<file path="src/rtl/sbis_pkg.sv">
`default_nettype none

package sbis_pkg;

  localparam int SLOT_W  = 10;
  localparam int INDEX_W = 10;
  localparam int COUNT_W = 11;

  localparam logic [COUNT_W-1:0] COUNT_RESET = COUNT_W'(2);

  typedef enum logic {
    OP_WRITE = 1'b0,
    OP_QUERY = 1'b1
  } sbis_op_e;

  typedef enum logic {
    SIDE_LEFT  = 1'b0,
    SIDE_RIGHT = 1'b1
  } sbis_side_e;

endpackage

`default_nettype wire

</file>
<file path="src/rtl/sbis_if.sv">
`default_nettype none

interface sbis_in_if
  import sbis_pkg::*;
#(
  parameter int NUMBER_WIDTH = 32
);
  logic                           valid;
  logic                           ready;
  logic                           operation;
  logic        [SLOT_W-1:0]       slot;
  logic signed [NUMBER_WIDTH-1:0] number;
  logic                           side;

  modport source (output valid, operation, slot, number, side, input ready);
  modport sink   (input valid, operation, slot, number, side, output ready);
endinterface

interface sbis_out_if
  import sbis_pkg::*;
();
  logic               valid;
  logic               ready;
  logic [INDEX_W-1:0] interval_index;

  modport source (output valid, interval_index, input ready);
  modport sink   (input valid, interval_index, output ready);
endinterface

`default_nettype wire

</file>
<file path="src/rtl/sbis_ctrl.sv">
`default_nettype none

module sbis_ctrl
  import sbis_pkg::*;
#(
  parameter  int DEPTH        = 1024,
  parameter  int NUMBER_WIDTH = 32,
  localparam int AW           = $clog2(DEPTH)
) (
  input  wire logic                    clk_i,
  input  wire logic                    rst_ni,
  input  wire logic [COUNT_W-1:0]      point_count_i,
  sbis_in_if.sink                      in_i,
  sbis_out_if.source                   out_o,
  output logic                         ram_we_o,
  output logic                         ram_re_o,
  output logic      [AW-1:0]           ram_addr_o,
  output logic      [NUMBER_WIDTH-1:0] ram_wdata_o,
  input  wire logic [NUMBER_WIDTH-1:0] ram_rdata_i
);

  localparam int CW = (AW + 1 > COUNT_W) ? AW + 1 : COUNT_W;

  typedef enum logic [1:0] {
    ST_IDLE,
    ST_STEP,
    ST_DONE
  } state_e;

  state_e                   state_q, state_d;
  logic [AW-1:0]            low_q, low_d;
  logic [AW-1:0]            high_q, high_d;
  logic [AW-1:0]            mid_q, mid_d;
  logic [AW-1:0]            res_q, res_d;
  logic signed [NUMBER_WIDTH-1:0] number_q, number_d;
  logic                     side_q, side_d;
  logic                     out_valid_q, out_valid_d;
  logic [INDEX_W-1:0]       out_idx_q, out_idx_d;

  logic [CW-1:0]            count_clamped;
  logic [AW-1:0]            top_index;
  logic                     in_fire;
  logic                     slot_ok;
  logic [AW-1:0]            nlow, nhigh;
  logic [AW:0]              span_sum;
  logic                     more;
  logic signed [NUMBER_WIDTH-1:0] probe;

  // clamp point_count to [2, DEPTH]
  always_comb begin
    count_clamped = CW'(point_count_i);
    if (count_clamped < CW'(2)) begin
      count_clamped = CW'(2);
    end else if (count_clamped > CW'(DEPTH)) begin
      count_clamped = CW'(DEPTH);
    end
  end

  assign top_index = AW'(count_clamped - CW'(1));
  assign in_i.ready = (state_q == ST_IDLE);
  assign in_fire    = in_i.valid && in_i.ready;
  assign slot_ok    = 32'(in_i.slot) < 32'(DEPTH);
  assign probe      = $signed(ram_rdata_i);

  // next bounds, then the next probe address in the same cycle
  always_comb begin
    nlow  = low_q;
    nhigh = high_q;
    if (state_q == ST_IDLE) begin
      nlow  = '0;
      nhigh = top_index;
    end else if (probe < number_q) begin
      nlow = mid_q;
    end else begin
      nhigh = mid_q;
    end
    span_sum = {1'b0, nlow} + {1'b0, nhigh};
    more     = ({1'b0, nlow} + (AW + 1)'(1)) < {1'b0, nhigh};
  end

  always_comb begin
    state_d     = state_q;
    low_d       = low_q;
    high_d      = high_q;
    mid_d       = mid_q;
    res_d       = res_q;
    number_d    = number_q;
    side_d      = side_q;
    out_valid_d = out_valid_q;
    out_idx_d   = out_idx_q;
    ram_we_o    = 1'b0;
    ram_re_o    = 1'b0;
    ram_addr_o  = span_sum[AW:1];
    ram_wdata_o = in_i.number;

    if (out_valid_q && out_o.ready) begin
      out_valid_d = 1'b0;
    end

    unique case (state_q)
      ST_IDLE: begin
        if (in_fire) begin
          if (in_i.operation == OP_WRITE) begin
            // writes only land here, so no search read can overlap them
            ram_we_o   = slot_ok;
            ram_addr_o = AW'(in_i.slot);
          end else begin
            number_d = in_i.number;
            side_d   = in_i.side;
            low_d    = nlow;
            high_d   = nhigh;
            if (more) begin
              ram_re_o = 1'b1;
              mid_d    = span_sum[AW:1];
              state_d  = ST_STEP;
            end else begin
              res_d   = nlow;
              state_d = ST_DONE;
            end
          end
        end
      end
      ST_STEP: begin
        if (probe == number_q) begin
          res_d   = (side_q == SIDE_RIGHT) ? mid_q : mid_q - AW'(1);
          state_d = ST_DONE;
        end else begin
          low_d  = nlow;
          high_d = nhigh;
          if (more) begin
            ram_re_o = 1'b1;
            mid_d    = span_sum[AW:1];
          end else begin
            res_d   = nlow;
            state_d = ST_DONE;
          end
        end
      end
      ST_DONE: begin
        if (!out_valid_q || out_o.ready) begin
          out_valid_d = 1'b1;
          out_idx_d   = INDEX_W'(res_q);
          state_d     = ST_IDLE;
        end
      end
      default: begin
        state_d = ST_IDLE;
      end
    endcase
  end

  always_ff @(posedge clk_i or negedge rst_ni) begin
    if (!rst_ni) begin
      state_q     <= ST_IDLE;
      low_q       <= '0;
      high_q      <= '0;
      mid_q       <= '0;
      res_q       <= '0;
      number_q    <= '0;
      side_q      <= 1'b0;
      out_valid_q <= 1'b0;
      out_idx_q   <= '0;
    end else begin
      state_q     <= state_d;
      low_q       <= low_d;
      high_q      <= high_d;
      mid_q       <= mid_d;
      res_q       <= res_d;
      number_q    <= number_d;
      side_q      <= side_d;
      out_valid_q <= out_valid_d;
      out_idx_q   <= out_idx_d;
    end
  end

  assign out_o.valid          = out_valid_q;
  assign out_o.interval_index = out_idx_q;

  a_write_only_idle: assert property (@(posedge clk_i) disable iff (!rst_ni)
    ram_we_o |-> (state_q == ST_IDLE && !ram_re_o))
    else $error("breakpoint write during a search");

  a_probe_inside: assert property (@(posedge clk_i) disable iff (!rst_ni)
    (state_q == ST_STEP) |-> (mid_q > low_q && mid_q < high_q))
    else $error("probe outside the open bounds");

  a_read_before_step: assert property (@(posedge clk_i) disable iff (!rst_ni)
    (state_q == ST_STEP) |-> $past(ram_re_o))
    else $error("step without a read issued the cycle before");

  a_result_from_done: assert property (@(posedge clk_i) disable iff (!rst_ni)
    $rose(out_valid_q) |-> $past(state_q == ST_DONE))
    else $error("result word raised outside the done state");

endmodule

`default_nettype wire

</file>
<file path="src/flat_wrapper.sv">
// flat-port wrapper written by rule: the top's interface ports become plain ports
module sbis_ctrl_flat import sbis_pkg::*;
#(
  parameter  int DEPTH        = 1024,
  parameter  int NUMBER_WIDTH = 32,
  localparam int AW           = $clog2(DEPTH)
)
  (clk_i, rst_ni, point_count_i, ram_we_o, ram_re_o, ram_addr_o, ram_wdata_o, ram_rdata_i, in_i_valid, in_i_operation, in_i_slot, in_i_number, in_i_side, in_i_ready, out_o_valid, out_o_interval_index, out_o_ready);
  sbis_in_if #(.NUMBER_WIDTH(NUMBER_WIDTH)) in_i_i ();
  sbis_out_if out_o_i ();
  input  wire logic clk_i;
  input  wire logic rst_ni;
  input  wire logic [COUNT_W-1:0] point_count_i;
  output logic ram_we_o;
  output logic ram_re_o;
  output logic      [AW-1:0] ram_addr_o;
  output logic      [NUMBER_WIDTH-1:0] ram_wdata_o;
  input  wire logic [NUMBER_WIDTH-1:0] ram_rdata_i;
  input wire logic [$bits(in_i_i.valid)-1:0] in_i_valid;
  input wire logic [$bits(in_i_i.operation)-1:0] in_i_operation;
  input wire logic [$bits(in_i_i.slot)-1:0] in_i_slot;
  input wire logic [$bits(in_i_i.number)-1:0] in_i_number;
  input wire logic [$bits(in_i_i.side)-1:0] in_i_side;
  output wire logic [$bits(in_i_i.ready)-1:0] in_i_ready;
  output wire logic [$bits(out_o_i.valid)-1:0] out_o_valid;
  output wire logic [$bits(out_o_i.interval_index)-1:0] out_o_interval_index;
  input wire logic [$bits(out_o_i.ready)-1:0] out_o_ready;
  assign in_i_i.valid = in_i_valid;
  assign in_i_i.operation = in_i_operation;
  assign in_i_i.slot = in_i_slot;
  assign in_i_i.number = in_i_number;
  assign in_i_i.side = in_i_side;
  assign in_i_ready = in_i_i.ready;
  assign out_o_valid = out_o_i.valid;
  assign out_o_interval_index = out_o_i.interval_index;
  assign out_o_i.ready = out_o_ready;
  sbis_ctrl #(.DEPTH(DEPTH), .NUMBER_WIDTH(NUMBER_WIDTH)) u_core (.clk_i(clk_i), .rst_ni(rst_ni), .point_count_i(point_count_i), .in_i(in_i_i), .out_o(out_o_i), .ram_we_o(ram_we_o), .ram_re_o(ram_re_o), .ram_addr_o(ram_addr_o), .ram_wdata_o(ram_wdata_o), .ram_rdata_i(ram_rdata_i));
endmodule
</file>
<file path="config.mk">
export PLATFORM = sky130hd
export DESIGN_NAME = sbis_ctrl_flat
export DESIGN_NICKNAME = d
export VERILOG_FILES = /design/src/rtl/sbis_pkg.sv /design/src/rtl/sbis_if.sv /design/src/rtl/sbis_ctrl.sv /design/src/flat_wrapper.sv
export SDC_FILE = /design/constraint.sdc
export NUM_CORES = 1
export LEC_CHECK = 0
export BUFFER_PORTS_ARGS = -buffer_cell sky130_fd_sc_hd__buf_2
export CAP_MARGIN = 30
export CORE_UTILIZATION = 55
export DETAILED_ROUTE_END_ITERATION = 10
export PLACE_DENSITY = 0.81
export SLEW_MARGIN = 20
export SYNTH_ARGS = -nofsm -noshare
export SYNTH_HDL_FRONTEND = slang
export SYNTH_SLANG_ARGS = --single-unit
export TNS_END_PERCENT = 1
</file>
<file path="constraint.sdc">
create_clock -name clk_i -period 6.5 [get_ports clk_i]
set_clock_uncertainty 0.1 [all_clocks]
set_input_delay 0.325 -clock clk_i [delete_from_list [all_inputs] [get_ports clk_i]]
set_output_delay 0.325 -clock clk_i [all_outputs]
set_load 0.1 [all_outputs]
</file>
==> After elaboration in Yosys (flattened, before gate mapping) <==
Index checks and enable logic that the tools add are counted.
Widths: inputs -> output; s select.
{ "word_totals": {"in_bits": 91, "reg_bits": 86} }
{ "classes": {"n_mux": 46, "reduce_logical": 11, "eq_ne": 8, "add_sub_neg": 4, "order_cmp": 4} }
{ "ops": {"columns": ["cell", "n"], "rows": [
  ["$mux 10", 24],
  ["$pmux 10 s2", 4],
  ["$eq 32x32->1", 1],
  ["$lt 32x32->1", 1],
  ["$sub 10x1->10 const B", 2],
  ["$mux 2", 6],
  ["$add 10x1->11 const B", 1],
  ["$add 10x10->11", 1],
  ["$gt 11x11->1 const B", 1],
  ["$lt 11x10->1", 1],
  ["$lt 11x2->1 const B", 1],
  ["$mux 1", 10],
  ["$reduce_and 4->1", 2],
  ["$ne 2x2->1 const B", 3],
  ["$pmux 2 s3", 1],
  ["$reduce_and 3->1", 2],
  ["$ne 3x3->1 const B", 1],
  ["$eq 2x1->1 const B", 1],
  ["$eq 2x2->1 const B", 1],
  ["$logic_and 1x1->1", 2],
  ["$logic_not 2->1", 1],
  ["$ne 2x1->1 const B", 1],
  ["$pmux 1 s2", 1],
  ["$reduce_and 2->1", 1],
  ["other kinds (3)", 3]
]} }

==> Longest topological paths before layout <==
{ "logic_depth": {"word_depth": 10, "mapped_depth": 27, "depth_no_buf": 24} }

==> Worst setup path after synthesis <==
No wires, ideal clock.
{ "synth_path": {"kind": "reg-to-output", "start": "register u_core.number_q[14]", "end": "output port ram_addr_o[3]", "arrival_ns": 5.894, "path_slack_ns": 0.181, "required_time_ns": 6.075, "path_stages_with_launch": 19, "cell_sequence": "dfrtp_1 > inv_1 > ha_1 > a21oi_2 > nand2_1 > a221o_1 > o31a_4 > o31ai_4 > buf_6 > buf_2 > mux2i_1 > nor2_1 > ha_1 > clkbuf_1 > a21o_1 > a31oi_1 > o31ai_1 > xnor2_1 > o21ai_0"} }
{ "synth_via": {"elab_chain_cells": 7, "elab_cells_between_ends": 9, "cone_classes": "add/sub: 1; order compare: 1; mux: 7"} }
{ "synth_lines": {"columns": ["item", "line_no", "rtl"], "rows": [
  ["start, declared", "sbis_ctrl.sv:35", "logic signed [NUMBER_WIDTH-1:0] number_q, number_d;"],
  ["start signal, assigned", "sbis_ctrl.sv:169", "number_q <= number_d;"],
  ["$lt 32x32->1 (*)", "sbis_ctrl.sv:72", "end else if (probe < number_q) begin"],
  ["$mux 10", "sbis_ctrl.sv:72", null],
  ["$mux 10", "sbis_ctrl.sv:69", "if (state_q == ST_IDLE) begin"],
  ["$add 10x10->11 (*)", "sbis_ctrl.sv:77", "span_sum = {1'b0, nlow} + {1'b0, nhigh};"],
  ["$mux 10", "sbis_ctrl.sv:103", "if (in_i.operation == OP_WRITE) begin"],
  ["$mux 10", "sbis_ctrl.sv:102", "if (in_fire) begin"],
  ["$mux 10 (*)", "sbis_ctrl.sv:100", "unique case (state_q)"],
  ["end, declared", "flat_wrapper.sv:16", "output logic [AW-1:0] ram_addr_o;"]
]} }
Every way passes the cells marked *; elsewhere a longest branch is shown, timed or not.

==> Final worst setup path <==
{ "layout_path": {"start": "register u_core.number_q[31]", "end": "output port ram_re_o"} }
{ "layout_via": {"elab_chain_cells": 9, "elab_cells_between_ends": 13, "cone_classes": "add/sub: 1; order compare: 2; eq/ne: 1; mux: 9"} }
{ "layout_lines": {"columns": ["item", "line_no", "rtl"], "rows": [
  ["$lt 32x32->1", "sbis_ctrl.sv:72", null],
  ["$mux 10", "sbis_ctrl.sv:72", null],
  ["$mux 10", "sbis_ctrl.sv:69", null],
  ["$add 10x1->11", "sbis_ctrl.sv:78", "more = ({1'b0, nlow} + (AW + 1)'(1)) < {1'b0, nhigh};"],
  ["$lt 11x10->1", "sbis_ctrl.sv:78", null],
  ["$mux 1", "sbis_ctrl.sv:112, sbis_ctrl.sv:130", null],
  ["$mux 1", "sbis_ctrl.sv:103", null],
  ["$mux 1", "sbis_ctrl.sv:102", null],
  ["$pmux 1 s2 (*)", "sbis_ctrl.sv:100", null],
  ["end, declared", "flat_wrapper.sv:15", "output logic ram_re_o;"]
]} }
Marks and branches as above.

==> flow_summary.html <==
<table>
<tr><th>Metric</th><th>Value</th></tr>
<tr><th colspan="2">Yosys</th></tr>
<tr><td>EDFF count, synth</td><td>0</td></tr>
<tr><td>Share of the synthesized area in compound gates (AO/OA/AOI/OAI)</td><td>0.176</td></tr>
<tr><td>Commonest register cell after synthesis</td><td>dfrtp_1</td></tr>
<tr><td>Unique masters post-synth</td><td>68</td></tr>
<tr><td>Largest cells by area after synthesis</td><td>dfrtp_1, ha_1, nand2_1</td></tr>
<tr><td>Adder-cell share of the synthesized area</td><td>0.103</td></tr>
<tr><td>Proportion of register bits with asynchronous set or reset after synthesis</td><td>1.00</td></tr>
<tr><td>Fraction of synthesized area in multiplexers</td><td>0.0630</td></tr>
<tr><td>Sequential-to-total area share from yosys stat</td><td>0.341</td></tr>
<tr><td>Largest family of logic cells by synthesized area</td><td>simple AND/OR/NAND/NOR gates</td></tr>
<tr><td>Netlist Area Pre-Place</td><td>6310 um2</td></tr>
<tr><td>Fraction of the mapped netlist area in simple logic gates</td><td>0.184</td></tr>
<tr><td>Post-Synth XOR/XNOR Area</td><td>0.0374</td></tr>
<tr><td>Register bit count reported by yosys</td><td>86</td></tr>
<tr><td>Synthesized netlist net count</td><td>889</td></tr>
<tr><td>Syn avg cell area</td><td>8.46 um2</td></tr>
<tr><td>Synth warn</td><td>0</td></tr>
<tr><td>Share of Yosys cell area claimed by the top area cell type</td><td>0.341</td></tr>
<tr><td>Post-Synthesis Cells</td><td>746</td></tr>
<tr><td>Cell taking the most area after synthesis</td><td>dfrtp_1</td></tr>
<tr><th colspan="2">Detailed routing</th></tr>
<tr><td>Remaining design rule violation count</td><td>0</td></tr>
<tr><td>Iteration-0 DRC count of the detailed router</td><td>430</td></tr>
<tr><td>Routed WL per cell</td><td>15.0 um</td></tr>
<tr><td>Via density per instance</td><td>5.60</td></tr>
<tr><td>Antenna Violating Nets Remaining</td><td>0</td></tr>
<tr><td>Router iterations before antenna repair</td><td>5</td></tr>
<tr><td>Routed wire length</td><td>14800 um</td></tr>
<tr><td>Routed via count</td><td>5548</td></tr>
<tr><th colspan="2">Placement</th></tr>
<tr><td>Placed cell count</td><td>974</td></tr>
<tr><td>Post-detailed-placement half-perimeter wirelength</td><td>11300 um</td></tr>
<tr><td>GPL Wtd Cong</td><td>0.903</td></tr>
<tr><td>Port bufs</td><td>146</td></tr>
<tr><td>Worst slack at placement</td><td>618 ps</td></tr>
<tr><th colspan="2">Worst hold path</th></tr>
<tr><td>Worst min-delay path class</td><td>in -&gt; reg</td></tr>
<tr><td>Worst Min Path Start</td><td>in_i_number[5]</td></tr>
<tr><th colspan="2">Finish</th></tr>
<tr><td>N_diodes</td><td>0</td></tr>
<tr><td>Count of non-filler cells in the finished layout</td><td>991</td></tr>
<tr><td>Net count of the finished layout</td><td>990</td></tr>
<tr><td>Post-layout util</td><td>0.656</td></tr>
<tr><td>Post-synthesis to final-layout area growth</td><td>14.5%</td></tr>
<tr><td>Most common library cell in the layout ignoring fill and taps</td><td>buf_2</td></tr>
<tr><td>Fraction of final layout cells with drive strength greater than 1</td><td>0.247</td></tr>
<tr><td>Commonest cells after routing, fill and taps aside</td><td>buf_2, nand2_1, dfrtp_1</td></tr>
<tr><th colspan="2">Global route</th></tr>
<tr><td>First-pass GRT wire length</td><td>23800 um</td></tr>
<tr><td>Global routing usage summed across all routing layers</td><td>0.259</td></tr>
<tr><td>Pin count of the biggest net entering global routing</td><td>65</td></tr>
<tr><td>Number of global-route vias before repair</td><td>4999</td></tr>
<tr><td>Gr ovfl total</td><td>0</td></tr>
<tr><td>Initial antenna violation count</td><td>0</td></tr>
<tr><th colspan="2">Setup path</th></tr>
<tr><td>Buf+Inv Stages, Crit Path</td><td>5</td></tr>
<tr><td>CP peak stage delay</td><td>400 ps</td></tr>
<tr><td>Start point of the critical path</td><td>u_core.number_q[31]</td></tr>
<tr><td>Worst Setup Path Type</td><td>reg -&gt; out</td></tr>
<tr><td>Critical path's top delay family</td><td>compound AO/OA/AOI/OAI gates</td></tr>
<tr><td>Crit-path cells</td><td>inv_1 &gt; ha_1 &gt; nand4_2 &gt; nor3_1 &gt; a221oi_2 &gt; nand2_1 &gt; o31ai_4 &gt; buf_4 &gt; mux2i_1 &gt; buf_4 &gt; nor2_2 &gt; xnor2_1 &gt; ha_1 &gt; a21o_1 &gt; a21o_1 &gt; a21oi_1 &gt; nor2b_1 &gt; o21ai_0 &gt; nand2b_1 &gt; a221oi_1 &gt; o211ai_1 &gt; or2_1 &gt; inv_2 &gt; buf_12</td></tr>
<tr><td>Worst reg2reg path startpoint</td><td>u_core.number_q[31]</td></tr>
<tr><td>Largest fanout on the critical path</td><td>10</td></tr>
<tr><td>Data arrival time at the worst-slack endpoint</td><td>5690 ps</td></tr>
<tr><td>Slowest-stage cell, CP</td><td>ha_1</td></tr>
<tr><td>Required time of the worst setup path</td><td>6070 ps</td></tr>
<tr><td>Startpoint kind of the worst setup timing path</td><td>register</td></tr>
<tr><td>Sort of element at the end of the critical path</td><td>output port</td></tr>
<tr><th colspan="2">Clock tree</th></tr>
<tr><td>Clock H-tree levels</td><td>3</td></tr>
<tr><td>CTS buffer count</td><td>9</td></tr>
<tr><td>Clock edge transition at the registers on the reported setup and hold paths</td><td>60 ps</td></tr>
<tr><td>Root Buffer</td><td>clkbuf_16</td></tr>
<tr><td>TritonCTS clock tree</td><td>done</td></tr>
<tr><td>Clock insertion delay at the later pin of the skew report</td><td>340 ps</td></tr>
<tr><td>Count of clock tree sinks</td><td>86</td></tr>
<tr><td>Longest Clk Path Bufs</td><td>2</td></tr>
<tr><td>Total setup buffers inserted after CTS</td><td>0</td></tr>
<tr><th colspan="2">Floorplanning</th></tr>
<tr><td>Vertical extent of the die</td><td>109 um</td></tr>
<tr><td>X dimension of the die</td><td>109 um</td></tr>
<tr><td>Number of top-level pins</td><td>147</td></tr>
<tr><td>DIE AREA</td><td>11900 um2</td></tr>
<tr><td>Placeable Area</td><td>11000 um2</td></tr>
<tr><td>Number of placement rows</td><td>38</td></tr>
<tr><td>Initial standard-cell utilization of the core</td><td>0.572</td></tr>
<tr><th colspan="2">STA</th></tr>
<tr><td>Pins Over Slew Limit</td><td>0</td></tr>
<tr><td>Max frequency</td><td>164 MHz</td></tr>
<tr><td>Number of setup violations in the final report</td><td>0</td></tr>
<tr><td>Part of the cycle the worst path needs</td><td>0.941</td></tr>
<tr><td>Hold Fails Final Rpt</td><td>0</td></tr>
<tr><td>Relative slew slack</td><td>0.493</td></tr>
<tr><td>Final setup TNS</td><td>0 ps</td></tr>
<tr><td>Worst-Margin Slew</td><td>757 ps</td></tr>
<tr><td>Worst Slack Setup Final</td><td>386 ps</td></tr>
<tr><td>Post-route minimum period</td><td>6110 ps</td></tr>
<tr><th colspan="2">Flow run</th></tr>
<tr><td>Number of max-cap violations</td><td>0</td></tr>
<tr><th colspan="2">Status</th></tr>
<tr><td>Result of the run</td><td>finished clean</td></tr>
</table>
-- metal layers --
metal,vias up,share of wire,global-route usage
met2,203,0.48,0.431
met5,-,0,0
li1,2770,-,-
met4,0,0.027,0.104
met3,34,0.049,0.0436
met1,2541,0.45,0.332
-- registers in the layout, summed over array words and instances, names as in the netlist --
signal                       flops
u_core.high_q                   10
u_core.out_o.valid               1
u_core.low_q                    10
u_core.number_q                 32
u_core.res_q                    10
u_core.mid_q                    10
u_core.side_q                    1
u_core.state_q                   2
u_core.out_o.interval_index     10
-- per-stage QoR --
step / area, um2 / hold slack [ps]
final: 7230 / 96.0
after global routing: 7230 / 110
after CTS: 7220 / 91.2
after detailed placement: 6900 / 200
after global placement: 6900 / 195
after floorplan: 6310 / -70.6
-- cell families after synthesis --
family,count (synthesis)
simple gates,247
flops,86
xor+xnor,27
compound gates,180
fa+ha+maj,52
buf+inv,117
mux,37
-- tightest hold or removal path, stage by stage --
cell and delay (ps):
buf_2 80, nand2_1 40, o21ai_0 50
-- synthesized netlist by cell type, types with 10 or more instances --
cell and instances:
nand2_1 109, dfrtp_1 86, o21ai_0 64, ha_1 52
inv_1 50, nor2_1 45, a21oi_1 41, buf_4 33
clkbuf_1 24, nor3_1 19, mux2_2 18, mux2i_1 18
xnor2_1 17, nand2b_1 14, nand3_1 13, o21ai_1 10
xor2_1 10
-- what timing repair did --
item,in CTS,in global routing
endpoints found under the hold margin,33,0
hold buffers,1,0
gates resized for setup,0,2
endpoints found under the setup margin,0,1
-- worst paths after layout --
| path | endpoint | slack (ps) | cells after the start |
|---|---|---|---|
| hold reg to reg | u_core.high_q[8] | 380 | 2 |
| hold / removal | u_core.number_q[5] | 100 | 3 |
| max in group asynchronous | u_core.mid_q[6] | 4890 | 3 |
| min in group asynchronous | u_core.number_q[27] | 370 | 2 |
| setup / recovery | ram_re_o | 390 | 24 |
| setup reg to reg | u_core.mid_q[6] | 750 | 25 |
-- final cells by class --
class                      instances  area (um2)
tap                              140         175
timing repair buffer             155         816
multi-input combinational        543        3580
fill                             898        3800
clock buffer                      10         229
inverter                          52         195
clock inverter                     5        83.8
sequential                        86        2150
Power is not shown: default switching activity piles up to over one toggle a cycle in this logic, so the estimate is an artifact.
